$ cat src/hdl/lprd_pkg.sv
// ----------------------------------------------------------------------------
// Length-prefixed record deframer package
// Shared types and character constants for the deframer modules.
// ----------------------------------------------------------------------------
package lprd_pkg;

  localparam int unsigned MAX_LEN_W = 16;

  localparam logic [7:0] CHAR_COLON = 8'h3A;
  localparam logic [7:0] CHAR_ZERO  = 8'h30;
  localparam logic [7:0] CHAR_NINE  = 8'h39;

  localparam logic [MAX_LEN_W-1:0] MAX_LEN_RESET = 16'hFFFF;

  // Parser phase, one-hot
  typedef enum logic [3:0] {
    PH_KEY_PREFIX = 4'b0001,
    PH_KEY_BODY   = 4'b0010,
    PH_VAL_PREFIX = 4'b0100,
    PH_VAL_BODY   = 4'b1000
  } phase_e;

  typedef enum logic [2:0] {
    ST_OK            = 3'd0,
    ST_BAD_PREFIX    = 3'd1,
    ST_OVERFLOW      = 3'd2,
    ST_MISSING_VALUE = 3'd3,
    ST_TRUNCATED     = 3'd4,
    ST_TRAILING      = 3'd5
  } status_e;

  typedef struct packed {
    logic [7:0] data_byte;
    logic       end_of_string;
  } item_t;

  typedef struct packed {
    logic       has_byte;
    logic [7:0] out_byte;
    logic       is_value;
    logic       field_done;
    logic       string_done;
    status_e    status;
  } result_t;

endpackage

$ cat src/hdl/lprd_in_stage.sv
// ----------------------------------------------------------------------------
// Deframer input stage
// Registers one incoming byte; refills in the same cycle it is consumed.
// ----------------------------------------------------------------------------
module lprd_in_stage
  import lprd_pkg::*;
(
  input  logic  clk_i,
  input  logic  rst_ni,
  input  logic  valid_i,
  output logic  ready_o,
  input  item_t item_i,
  output logic  valid_o,
  input  logic  take_i,
  output item_t item_o
);

  logic  valid_q;
  item_t item_q;
  logic  load;

  assign ready_o = !valid_q || take_i;
  assign load    = valid_i && ready_o;

  always_ff @(posedge clk_i or negedge rst_ni) begin
    if (!rst_ni) begin
      valid_q <= 1'b0;
    end else if (load) begin
      valid_q <= 1'b1;
    end else if (take_i) begin
      valid_q <= 1'b0;
    end
  end

  always_ff @(posedge clk_i) begin
    if (load) begin
      item_q <= item_i;
    end
  end

  assign valid_o = valid_q;
  assign item_o  = item_q;

endmodule

$ cat src/hdl/lprd_core.sv
// ----------------------------------------------------------------------------
// Deframer parse core
// Holds the phase, prefix accumulator, body counter, sticky error and the
// max_len register; works out the result for one byte per cycle while fire_i is high.
// ----------------------------------------------------------------------------
module lprd_core
  import lprd_pkg::*;
#(
  parameter int unsigned LEN_WIDTH = 16
) (
  input  logic                 clk_i,
  input  logic                 rst_ni,
  input  logic                 cfg_we_i,
  input  logic [MAX_LEN_W-1:0] cfg_wdata_i,
  input  logic                 fire_i,
  input  item_t                item_i,
  output logic                 emit_o,
  output result_t              result_o
);

  localparam int unsigned AW = LEN_WIDTH + 1;
  localparam int unsigned PW = LEN_WIDTH + 5;
  localparam int unsigned CW = (LEN_WIDTH > MAX_LEN_W) ? LEN_WIDTH : MAX_LEN_W;

  logic [MAX_LEN_W-1:0] max_len_q;
  phase_e               phase_q, phase_d;
  logic [AW-1:0]        acc_q, acc_d;
  logic                 seen_q, seen_d;
  logic [LEN_WIDTH-1:0] left_q, left_d;
  status_e              err_q, err_d;

  logic [CW-1:0]        max_ext, cap;
  logic [LEN_WIDTH-1:0] limit;
  logic [PW-1:0]        prod;
  logic                 is_digit, over, val_side;
  status_e              end_status;
  logic [7:0]           ch;

  assign ch      = item_i.data_byte;
  assign max_ext = CW'(max_len_q);
  assign cap     = {CW{1'b1}} >> (CW - LEN_WIDTH);
  assign limit   = (max_ext < cap) ? max_ext[LEN_WIDTH-1:0] : cap[LEN_WIDTH-1:0];

  assign is_digit = ch inside {[CHAR_ZERO:CHAR_NINE]};
  // acc * 10 + digit; the low nibble of an ASCII digit is its value
  assign prod     = PW'({acc_q, 3'b000}) + PW'({acc_q, 1'b0}) + PW'(ch[3:0]);
  assign over     = prod > PW'(limit);
  assign val_side = phase_q inside {PH_VAL_PREFIX, PH_VAL_BODY};

  always_comb begin
    phase_d    = phase_q;
    acc_d      = acc_q;
    seen_d     = seen_q;
    left_d     = left_q;
    err_d      = err_q;
    emit_o     = 1'b0;
    result_o   = '0;
    end_status = ST_OK;

    if (err_q == ST_OK) begin
      case (phase_q)
        PH_KEY_PREFIX, PH_VAL_PREFIX: begin
          if (is_digit) begin
            seen_d = 1'b1;
            if (over) begin
              acc_d = AW'(limit) + AW'(1);
              err_d = ST_OVERFLOW;
            end else begin
              acc_d = prod[AW-1:0];
            end
          end else if (ch == CHAR_COLON && seen_q) begin
            acc_d  = '0;
            seen_d = 1'b0;
            if (acc_q == '0) begin
              emit_o              = 1'b1;
              result_o.is_value   = val_side;
              result_o.field_done = 1'b1;
              phase_d             = val_side ? PH_KEY_PREFIX : PH_VAL_PREFIX;
            end else begin
              left_d  = acc_q[LEN_WIDTH-1:0];
              phase_d = val_side ? PH_VAL_BODY : PH_KEY_BODY;
            end
          end else begin
            err_d = ST_BAD_PREFIX;
          end
        end
        PH_KEY_BODY, PH_VAL_BODY: begin
          emit_o            = 1'b1;
          result_o.has_byte = 1'b1;
          result_o.out_byte = ch;
          result_o.is_value = val_side;
          left_d            = left_q - LEN_WIDTH'(1);
          if (left_q == LEN_WIDTH'(1)) begin
            result_o.field_done = 1'b1;
            phase_d             = val_side ? PH_KEY_PREFIX : PH_VAL_PREFIX;
          end
        end
        default: ;
      endcase
    end

    if (item_i.end_of_string) begin
      end_status = err_d;
      if (err_d == ST_OK) begin
        if (phase_d == PH_VAL_PREFIX) begin
          end_status = ST_MISSING_VALUE;
        end else if (phase_d inside {PH_KEY_BODY, PH_VAL_BODY}) begin
          end_status = ST_TRUNCATED;
        end else if (seen_d) begin
          end_status = ST_TRAILING;
        end
      end
      emit_o               = 1'b1;
      result_o.string_done = 1'b1;
      result_o.status      = end_status;
      phase_d              = PH_KEY_PREFIX;
      acc_d                = '0;
      seen_d               = 1'b0;
      left_d               = '0;
      err_d                = ST_OK;
    end
  end

  always_ff @(posedge clk_i or negedge rst_ni) begin
    if (!rst_ni) begin
      max_len_q <= MAX_LEN_RESET;
    end else if (cfg_we_i) begin
      max_len_q <= cfg_wdata_i;
    end
  end

  always_ff @(posedge clk_i or negedge rst_ni) begin
    if (!rst_ni) begin
      phase_q <= PH_KEY_PREFIX;
      acc_q   <= '0;
      seen_q  <= 1'b0;
      left_q  <= '0;
      err_q   <= ST_OK;
    end else if (fire_i) begin
      phase_q <= phase_d;
      acc_q   <= acc_d;
      seen_q  <= seen_d;
      left_q  <= left_d;
      err_q   <= err_d;
    end
  end

`ifndef ASSERT_OFF
  a_body_count_live: assert property (@(posedge clk_i) disable iff (!rst_ni)
    (err_q == ST_OK && (phase_q == PH_KEY_BODY || phase_q == PH_VAL_BODY))
      |-> left_q != '0)
    else $error("body phase with no bytes left");

  a_accum_in_limit: assert property (@(posedge clk_i) disable iff (!rst_ni)
    (err_q == ST_OK && !cfg_we_i && !$past(cfg_we_i)) |-> acc_q <= AW'(limit))
    else $error("length accumulator above limit without error");

  a_digit_only_in_prefix: assert property (@(posedge clk_i) disable iff (!rst_ni)
    seen_q |-> (phase_q == PH_KEY_PREFIX || phase_q == PH_VAL_PREFIX))
    else $error("prefix digit flag outside a prefix");

  a_end_clears: assert property (@(posedge clk_i) disable iff (!rst_ni)
    (fire_i && item_i.end_of_string)
      |=> (phase_q == PH_KEY_PREFIX && err_q == ST_OK && !seen_q))
    else $error("string end did not clear parser state");
`endif

endmodule

$ cat src/hdl/lprd_out_stage.sv
// ----------------------------------------------------------------------------
// Deframer output stage
// Result register; holds a result until the downstream side takes it.
// ----------------------------------------------------------------------------
module lprd_out_stage
  import lprd_pkg::*;
(
  input  logic    clk_i,
  input  logic    rst_ni,
  input  logic    load_i,
  input  result_t result_i,
  output logic    free_o,
  output logic    valid_o,
  input  logic    ready_i,
  output result_t result_o
);

  logic    valid_q;
  result_t result_q;

  assign free_o = !valid_q || ready_i;

  always_ff @(posedge clk_i or negedge rst_ni) begin
    if (!rst_ni) begin
      valid_q <= 1'b0;
    end else if (free_o) begin
      valid_q <= load_i;
    end
  end

  always_ff @(posedge clk_i) begin
    if (free_o && load_i) begin
      result_q <= result_i;
    end
  end

  assign valid_o  = valid_q;
  assign result_o = result_q;

endmodule

$ cat src/hdl/length_prefix_record_deframer.sv
// ----------------------------------------------------------------------------
// Length-prefixed record deframer
// Splits a "<len>:<body>" key/value byte stream into tagged body bytes.
//
//   channel   | dir | payload
//   ----------+-----+-------------------------------------------------------
//   s_axis    | in  | tdata: data_byte; tlast: end_of_string
//   m_axis    | out | tdata: out_byte, status; tlast: field_done;
//             |     | tuser: has_byte, is_value, string_done
//   cfg       | in  | cfg_wdata_i: max_len, written when cfg_we_i is high
//
// One byte per cycle while the output is not stalled; each byte passes the input
// register, then the parse core into the result register.
// rst_ni clears the parser and sets max_len to 65535.
// A stalled output holds one result; the input register still takes the
// next byte and holds it until the result register frees.
// ----------------------------------------------------------------------------
module length_prefix_record_deframer
  import lprd_pkg::*;
#(
  parameter int unsigned LEN_WIDTH = 16
) (
  input  logic                 clk_i,
  input  logic                 rst_ni,
  input  logic                 cfg_we_i,
  input  logic [MAX_LEN_W-1:0] cfg_wdata_i,
  input  logic                 s_axis_tvalid,
  output logic                 s_axis_tready,
  input  logic [7:0]           s_axis_tdata,   // [7:0] data_byte
  input  logic                 s_axis_tlast,
  output logic                 m_axis_tvalid,
  input  logic                 m_axis_tready,
  output logic [15:0]          m_axis_tdata,   // [7:0] out_byte, [10:8] status
  output logic                 m_axis_tlast,
  output logic [2:0]           m_axis_tuser    // [0] has_byte, [1] is_value,
                                               // [2] string_done
);

  item_t   in_item, core_item;
  result_t core_res, out_res;
  logic    core_valid, core_emit, out_free, fire;

  assign in_item.data_byte     = s_axis_tdata;
  assign in_item.end_of_string = s_axis_tlast;

  assign fire = core_valid && out_free;

  lprd_in_stage u_in (
    .clk_i   (clk_i),
    .rst_ni  (rst_ni),
    .valid_i (s_axis_tvalid),
    .ready_o (s_axis_tready),
    .item_i  (in_item),
    .valid_o (core_valid),
    .take_i  (fire),
    .item_o  (core_item)
  );

  lprd_core #(
    .LEN_WIDTH (LEN_WIDTH)
  ) u_core (
    .clk_i       (clk_i),
    .rst_ni      (rst_ni),
    .cfg_we_i    (cfg_we_i),
    .cfg_wdata_i (cfg_wdata_i),
    .fire_i      (fire),
    .item_i      (core_item),
    .emit_o      (core_emit),
    .result_o    (core_res)
  );

  lprd_out_stage u_out (
    .clk_i    (clk_i),
    .rst_ni   (rst_ni),
    .load_i   (fire && core_emit),
    .result_i (core_res),
    .free_o   (out_free),
    .valid_o  (m_axis_tvalid),
    .ready_i  (m_axis_tready),
    .result_o (out_res)
  );

  assign m_axis_tdata = {5'b00000, out_res.status, out_res.out_byte};
  assign m_axis_tlast = out_res.field_done;
  assign m_axis_tuser = {out_res.string_done, out_res.is_value, out_res.has_byte};

endmodule
$ cat config.mk
export PLATFORM = sky130hd
export DESIGN_NAME = length_prefix_record_deframer
export DESIGN_NICKNAME = d
export VERILOG_FILES = /design/src/hdl/lprd_pkg.sv /design/src/hdl/lprd_in_stage.sv /design/src/hdl/lprd_core.sv /design/src/hdl/lprd_out_stage.sv /design/src/hdl/length_prefix_record_deframer.sv
export SDC_FILE = /design/constraint.sdc
export NUM_CORES = 1
export LEC_CHECK = 0
export BUFFER_PORTS_ARGS = -buffer_cell sky130_fd_sc_hd__buf_2
export CAP_MARGIN = 30
export CORE_ASPECT_RATIO = 1.5
export CORE_MARGIN = 5
export CORE_UTILIZATION = 45
export DETAILED_ROUTE_END_ITERATION = 8
export HOLD_SLACK_MARGIN = 0.03
export PLACE_DENSITY_LB_ADDON = 0.05
export SLEW_MARGIN = 20
export SYNTH_ARGS = -nofsm -noshare
export SYNTH_HDL_FRONTEND = slang
export SYNTH_SLANG_ARGS = --single-unit
$ cat constraint.sdc
create_clock -name clk_i -period 6 [get_ports clk_i]
set_clock_uncertainty 0.1 [all_clocks]
set_input_delay 0.9 -clock clk_i [delete_from_list [all_inputs] [get_ports clk_i]]
set_output_delay 0.9 -clock clk_i [all_outputs]
set_load 0.01 [all_outputs]
==> results of run 1 <==
[synth_stat cells, types with 5 or more instances]
| library cell | count | area [sq um] |
|---|---|---|
| o21ai_0 | 73 | 365 |
| clkbuf_1 | 23 | 86.3 |
| nand3_1 | 12 | 60.1 |
| dfstp_2 | 17 | 447 |
| dfrtp_1 | 42 | 1050 |
| nor4_1 | 13 | 81.3 |
| o21ai_1 | 10 | 50.1 |
| nor2_1 | 50 | 188 |
| o31ai_1 | 6 | 45.0 |
| mux2i_1 | 17 | 170 |
| inv_1 | 28 | 105 |
| ha_1 | 52 | 651 |
| or3_1 | 6 | 37.5 |
| edfxtp_1 | 24 | 721 |
| nor3_1 | 22 | 110 |
| buf_4 | 6 | 45.0 |
| and2_1 | 10 | 62.6 |
| nor2b_1 | 5 | 31.3 |
| xnor2_1 | 25 | 219 |
| nand2b_1 | 14 | 87.6 |
| and3_1 | 8 | 50.1 |
| or4_1 | 8 | 60.1 |
| nand4_1 | 8 | 50.1 |
| nand2_1 | 63 | 236 |
| xor2_1 | 5 | 43.8 |
| a21oi_1 | 44 | 220 |
[worst max-delay path, stage by stage, from the launching register on]
cell	delay, ns
dfrtp_1	0.43
inv_1	0.10
fa_1	0.52
inv_1	0.07
fa_1	0.48
a211oi_1	0.35
o211ai_1	0.23
a311oi_1	0.33
o21bai_1	0.09
a21oi_1	0.18
xnor2_1	0.11
ha_1	0.33
nand4_1	0.12
or4_1	0.41
o21ai_0	0.11
a41oi_1	0.08
nand3b_1	0.23
a2111oi_4	0.33
buf_4	0.32
buf_4	0.20
mux2i_1	0.19
o21ai_0	0.10
[area by class of cell]
| cell class | count | area share |
|---|---|---|
| Multi-Input combinational cell | 531 | 0.533 |
| Sequential cell | 83 | 0.336 |
| Timing Repair Buffer | 52 | 0.0417 |
| Clock buffer | 9 | 0.0341 |
| Tap cell | 159 | 0.0301 |
| Inverter | 29 | 0.0165 |
| Clock inverter | 7 | 0.00872 |
[routing by layer]
layer / vias to the layer above / global-route usage / share of wire / wire length [um]
met2: 116 / 0.387 / 0.52 / 8550
li1: 2516 / - / - / -
met4: 0 / 0.112 / 0.049 / 794
met1: 2418 / 0.225 / 0.39 / 6390
met3: 41 / 0.0367 / 0.035 / 565
met5: - / 0 / 0 / 0
[through the flow]
stage          hold WS (ns)  power (mW)  setup slack [ns]  utilization
3_5_place_dp          0.403       0.949             0.527        0.485
4_1_cts               0.419        1.49             0.489        0.507
5_1_grt               0.455        1.56             0.137        0.507
2_1_floorplan         0.350       0.855              1.13            -
6_report              0.414        1.48             0.441        0.507
3_3_place_gp          0.383       0.946             0.650        0.485
[cells by family after synthesis]
kind of cell,Yosys count,synth area share
AOI/OAI and AO/OA,180,0.181
and+or+nand+nor,242,0.209
xor gates and xnor gates,30,0.0439
DFF,83,0.371
muxes,20,0.0341
buffers and inverters,61,0.0462
other,1,0.000626
adders and majority gates,54,0.115
[flip-flops by register name (all words and copies together) (netlist names), 3 cells and up]
register / cells
u_out.result_o: 15
u_core.phase_q: 4
u_core.max_ext: 16
u_core.err_q: 3
u_core.acc_q: 17
u_in.item_o: 9
u_core.left_q: 16
[final timing paths]
check	from	end	slack (ns)	cells after the start
worst max-delay path	u_core.acc_q[0]	u_core.acc_q[13]	0.44	21
worst min-delay path	u_core.left_q[14]	u_core.left_q[14]	0.41	2
worst max register to register	u_core.acc_q[0]	u_core.acc_q[13]	0.44	21
worst min register to register	u_core.left_q[14]	u_core.left_q[14]	0.41	2
max in group asynchronous	rst_ni	u_core.acc_q[0]	4.64	2
min in group asynchronous	rst_ni	u_core.left_q[12]	0.62	2
[power breakdown]
group          total, mW  switching (mW)  internal [mW]
sequential         0.659          0.0347          0.624
clock              0.540           0.253          0.287
combinational      0.279           0.178          0.101
==> flow_summary.yaml, run 1 <==
worst_setup_path:
  worstSetupPathType: "reg2reg"
  cp-end-kind: "flop"
  cp-start-kind: "flop"
  path_max_fanout: 16
  critPathArrivalTime_ns: 5.65
  cp.required_ns: 6.09
die:
  die_h_um: 151
  die_area_sq_um: 15800
  core_sq_um: 13000
  start_util: 0.460
  rows: 51
  io_pins: 52
  fp.dieW_um: 104
sta:
  final-hold-violation-count: 0
  fmax_mhz: 180
  fin_crit_sh: 0.926
  setup_violations: 0
  rsz0062_at_grt: "false"
  max_slew.worst_pin.slew_ns: 0.805
  slew_violations: 0
  relSlewSlack: 0.463
  fin_crit_ns: 5.56
  tns_ns: 0
cts:
  htreeDepth: 3
  clkSinkCount: 83
  cts_hold_buf: 0
  cts_tree: "done"
  cts_resized: 0
  clock-root-buffer: "clkbuf_16"
  post_cts_buffers: 0
  clk_pin_slew_ns: 0.07
  cts_buffers: 9
  clk_path_buf_depth: 2
  insertion_delay_ns: 0.34
final_layout:
  most-common-layout-cells: "72 x o21ai_0, 63 x nand2_1, 52 x ha_1, 50 x nor2_1, 46 x buf_2"
  design_area_sq_um: 6600
  final_common_cell: "o21ai_0"
  final_nets: 790
  multi_input_area_sq_um: 3520
  ff_latch_area_sq_um: 2220
  fin_cells: 870
  nFillCells: 1292
  diodes: 0
  drive_above_1_share: 0.142
  syn_to_final_growth_pct: 10.3
synth:
  ys.flop_type: "dfrtp_1"
  synth-edff-count: 24
  async_flop_share: 0.711
  synth-seq-cells: 83
  synth_cell_types: 74
  yosysWarnings: 0
  syn-cell-area_sq_um: 5990
  postSynthAreaPerCell_sq_um: 8.92
  syn_inst: 671
  yosysSeqAreaShare: 0.371
placed_design:
  placedCellCount: 853
  port_buffers: 46
  hpwl_mm: 12.7
  place_congestion: 0.874
  place_area_sq_um: 6310
route:
  drcViolationCount: 0
  viasPerCell: 5.85
  routedWlPerCell_um: 18.7
  antenna_left: 0
  vias: 5091
  drt_iter0_drc: 213
  wl_mm: 16.3
  first_pass_iters: 4
worst_hold_path:
  worstHoldPathType: "reg2reg"
grt:
  track_usage: 0.209
  grt_overflow_total: 0
  antenna_found_initial: 0
  grt_pass1_wl_mm: 26.4
  grt_pass1_vias: 5195
  grt_max_degree: 60
power_and_ir_drop:
  peakVddDrop_uv: 117
  leakage_nw: 3.01
  power_density_nw_per_um2: 224
status:
  status: "completed"
run:
  drv_cap: 0
Note: power is estimated with default switching activity, not from simulation.
==> run 2, diff against run 1 <==
CORE_ASPECT_RATIO = 1.4   (was 1.5)
==> flow_summary.yaml, run 2 (synthesis results as in run 1) <==
sta:
  relSlewSlack: 0.449
  setup_violations: 0
  max_slew.worst_pin.slew_ns: 0.826
  fin_crit_sh: 0.928
  holdWs_ns: 0.411
  slew_violations: 0
  final-hold-violation-count: 0
  fin_crit_ns: 5.57
  fmax_mhz: 180
  rsz0062_at_grt: "false"
  tns_ns: 0
route:
  routedWlPerCell_um: 18.4
  first_pass_iters: 5
  drt_iter0_drc: 290
  antenna_left: 0
  drcViolationCount: 0
  viasPerCell: 5.73
  vias: 5127
  wl_mm: 16.5
power_and_ir_drop:
  swShare: 0.302
  p_clk_frac: 0.379
  internal_power_mw: 1.05
  p_sw_uw: 455
  leakage_nw: 3.02
  power_density_nw_per_um2: 226
  peakVddDrop_uv: 159
  seq_power_share: 0.437
  power_frac_comb: 0.185
worst_setup_path:
  path_max_fanout: 8
  cp-end-kind: "flop"
  r2r_end: "u_core.acc_q[3]"
  worstSetupPathType: "reg2reg"
  ff2ff_path_depth: 20
  cp.required_ns: 6.10
  critPathArrivalTime_ns: 5.67
  cp-start-kind: "flop"
  reg2reg_slack_ns: 0.43
  r2r-start: "u_core.acc_q[0]"
final_layout:
  regMostFlops: "u_core.acc_q"
  most-common-layout-cells: "73 x o21ai_0, 63 x nand2_1, 52 x ha_1, 50 x nor2_1, 46 x buf_2"
  largest_register_ffs: 17
  drive_above_1_share: 0.142
  nFillCells: 1273
  utilization: 0.505
  fin_cells: 894
  diodes: 0
  design_area_sq_um: 6660
  final_nets: 791
  syn_to_final_growth_pct: 11.3
  final_common_cell: "o21ai_0"
grt:
  grt_max_degree: 60
  grt_pass1_wl_mm: 27.1
  track_usage: 0.218
  grt_pass1_vias: 5100
  grt_overflow_total: 0
  antenna_found_initial: 0
placed_design:
  hpwl_mm: 12.8
  placedCellCount: 878
  port_buffers: 46
  place_congestion: 0.933
  place_area_sq_um: 6360
cts:
  cts_hold_buf: 0
  post_cts_buffers: 0
  clk_path_buf_depth: 2
  cts_buffers: 9
  insertion_delay_ns: 0.34
  clkSinkCount: 83
  htreeDepth: 3
  clock-root-buffer: "clkbuf_16"
  cts_tree: "done"
  cts_resized: 0
  clk_pin_slew_ns: 0.06
die:
  die_area_sq_um: 15700
  fp.dieW_um: 107
  die_h_um: 146
  core_sq_um: 13200
  io_pins: 52
  start_util: 0.454
  rows: 50
worst_hold_path:
  min_from: "u_core.left_q[14]"
  hold_end: "u_core.left_q[14]"
  worstHoldPathType: "reg2reg"
  holdPathStages: 2
status:
  status: "completed"
run:
  drv_cap: 0
[run 2: cell types whose count changed in the layout (fill, tap and decap cells not counted), sizes merged]
cell | previous run | this run
clkbuf | 9 | 10
inv | 33 | 31
bufinv | 0 | 1
buf | 52 | 53
[run 2: layer usage]
layer  vias to the layer above  track usage  part of all wire
met4                         0       0.0613             0.022
li1                       2512            -                 -
met3                        23       0.0402             0.038
met2                       131        0.399              0.55
met1                      2461        0.255              0.39
met5                         -            0                 0
[run 2: worst max path at each step]
| stage | start | end | slack [ns] | depth (start not counted) |
|---|---|---|---|---|
| global route | u_core.acc_q[0] | u_core.acc_q[13] | 0.04 | 18 |
| finish | u_core.acc_q[0] | u_core.acc_q[3] | 0.43 | 20 |
| global placement | u_core.acc_q[0] | u_core.acc_q[2] | 0.63 | 19 |
| detailed placement | u_core.acc_q[0] | u_core.acc_q[3] | 0.46 | 20 |
| CTS | u_core.acc_q[0] | u_core.acc_q[3] | 0.43 | 20 |
| floorplan | u_core.acc_q[0] | u_out.result_o[1] | 1.13 | 19 |
[run 2: power by group through the flow]
stage,logic (mW),registers (mW),clock network [mW]
floorplan,0.193,0.662,0
global placement,0.272,0.668,0
detailed placement,0.278,0.669,0
CTS,0.279,0.659,0.584
global route,0.316,0.664,0.615
finish,0.279,0.659,0.571
[run 2: through the flow]
| stage | total power [mW] | setup WS (ns) |
|---|---|---|
| detailed placement | 0.948 | 0.464 |
| global placement | 0.941 | 0.632 |
| floorplan | 0.855 | 1.13 |
| finish | 1.51 | 0.432 |
| global route | 1.60 | 0.0357 |
| CTS | 1.52 | 0.435 |
[run 2: cell type report]
cell class,count,area (sq um),area share
Clock buffer,10,229,0.0344
Clock inverter,6,73.8,0.0111
Inverter,29,109,0.0163
Multi-Input combinational cell,531,3520,0.528
Sequential cell,83,2220,0.333
Tap cell,182,228,0.0342
Timing Repair Buffer,53,287,0.0430
[run 2: critical path: stages (launching register included)]
cell and delay (ns):
dfrtp_1 0.42, inv_1 0.10, fa_1 0.51, inv_1 0.07
fa_1 0.47, a211oi_1 0.31, o211ai_1 0.25, a311oi_1 0.33
o21bai_1 0.09, a21oi_1 0.18, xnor2_1 0.12, ha_1 0.34
nand4_1 0.10, or4_1 0.41, o21ai_0 0.09, a41oi_1 0.08
nand3b_1 0.24, a2111oi_4 0.62, buf_4 0.30, mux2i_1 0.20
o21ai_0 0.08
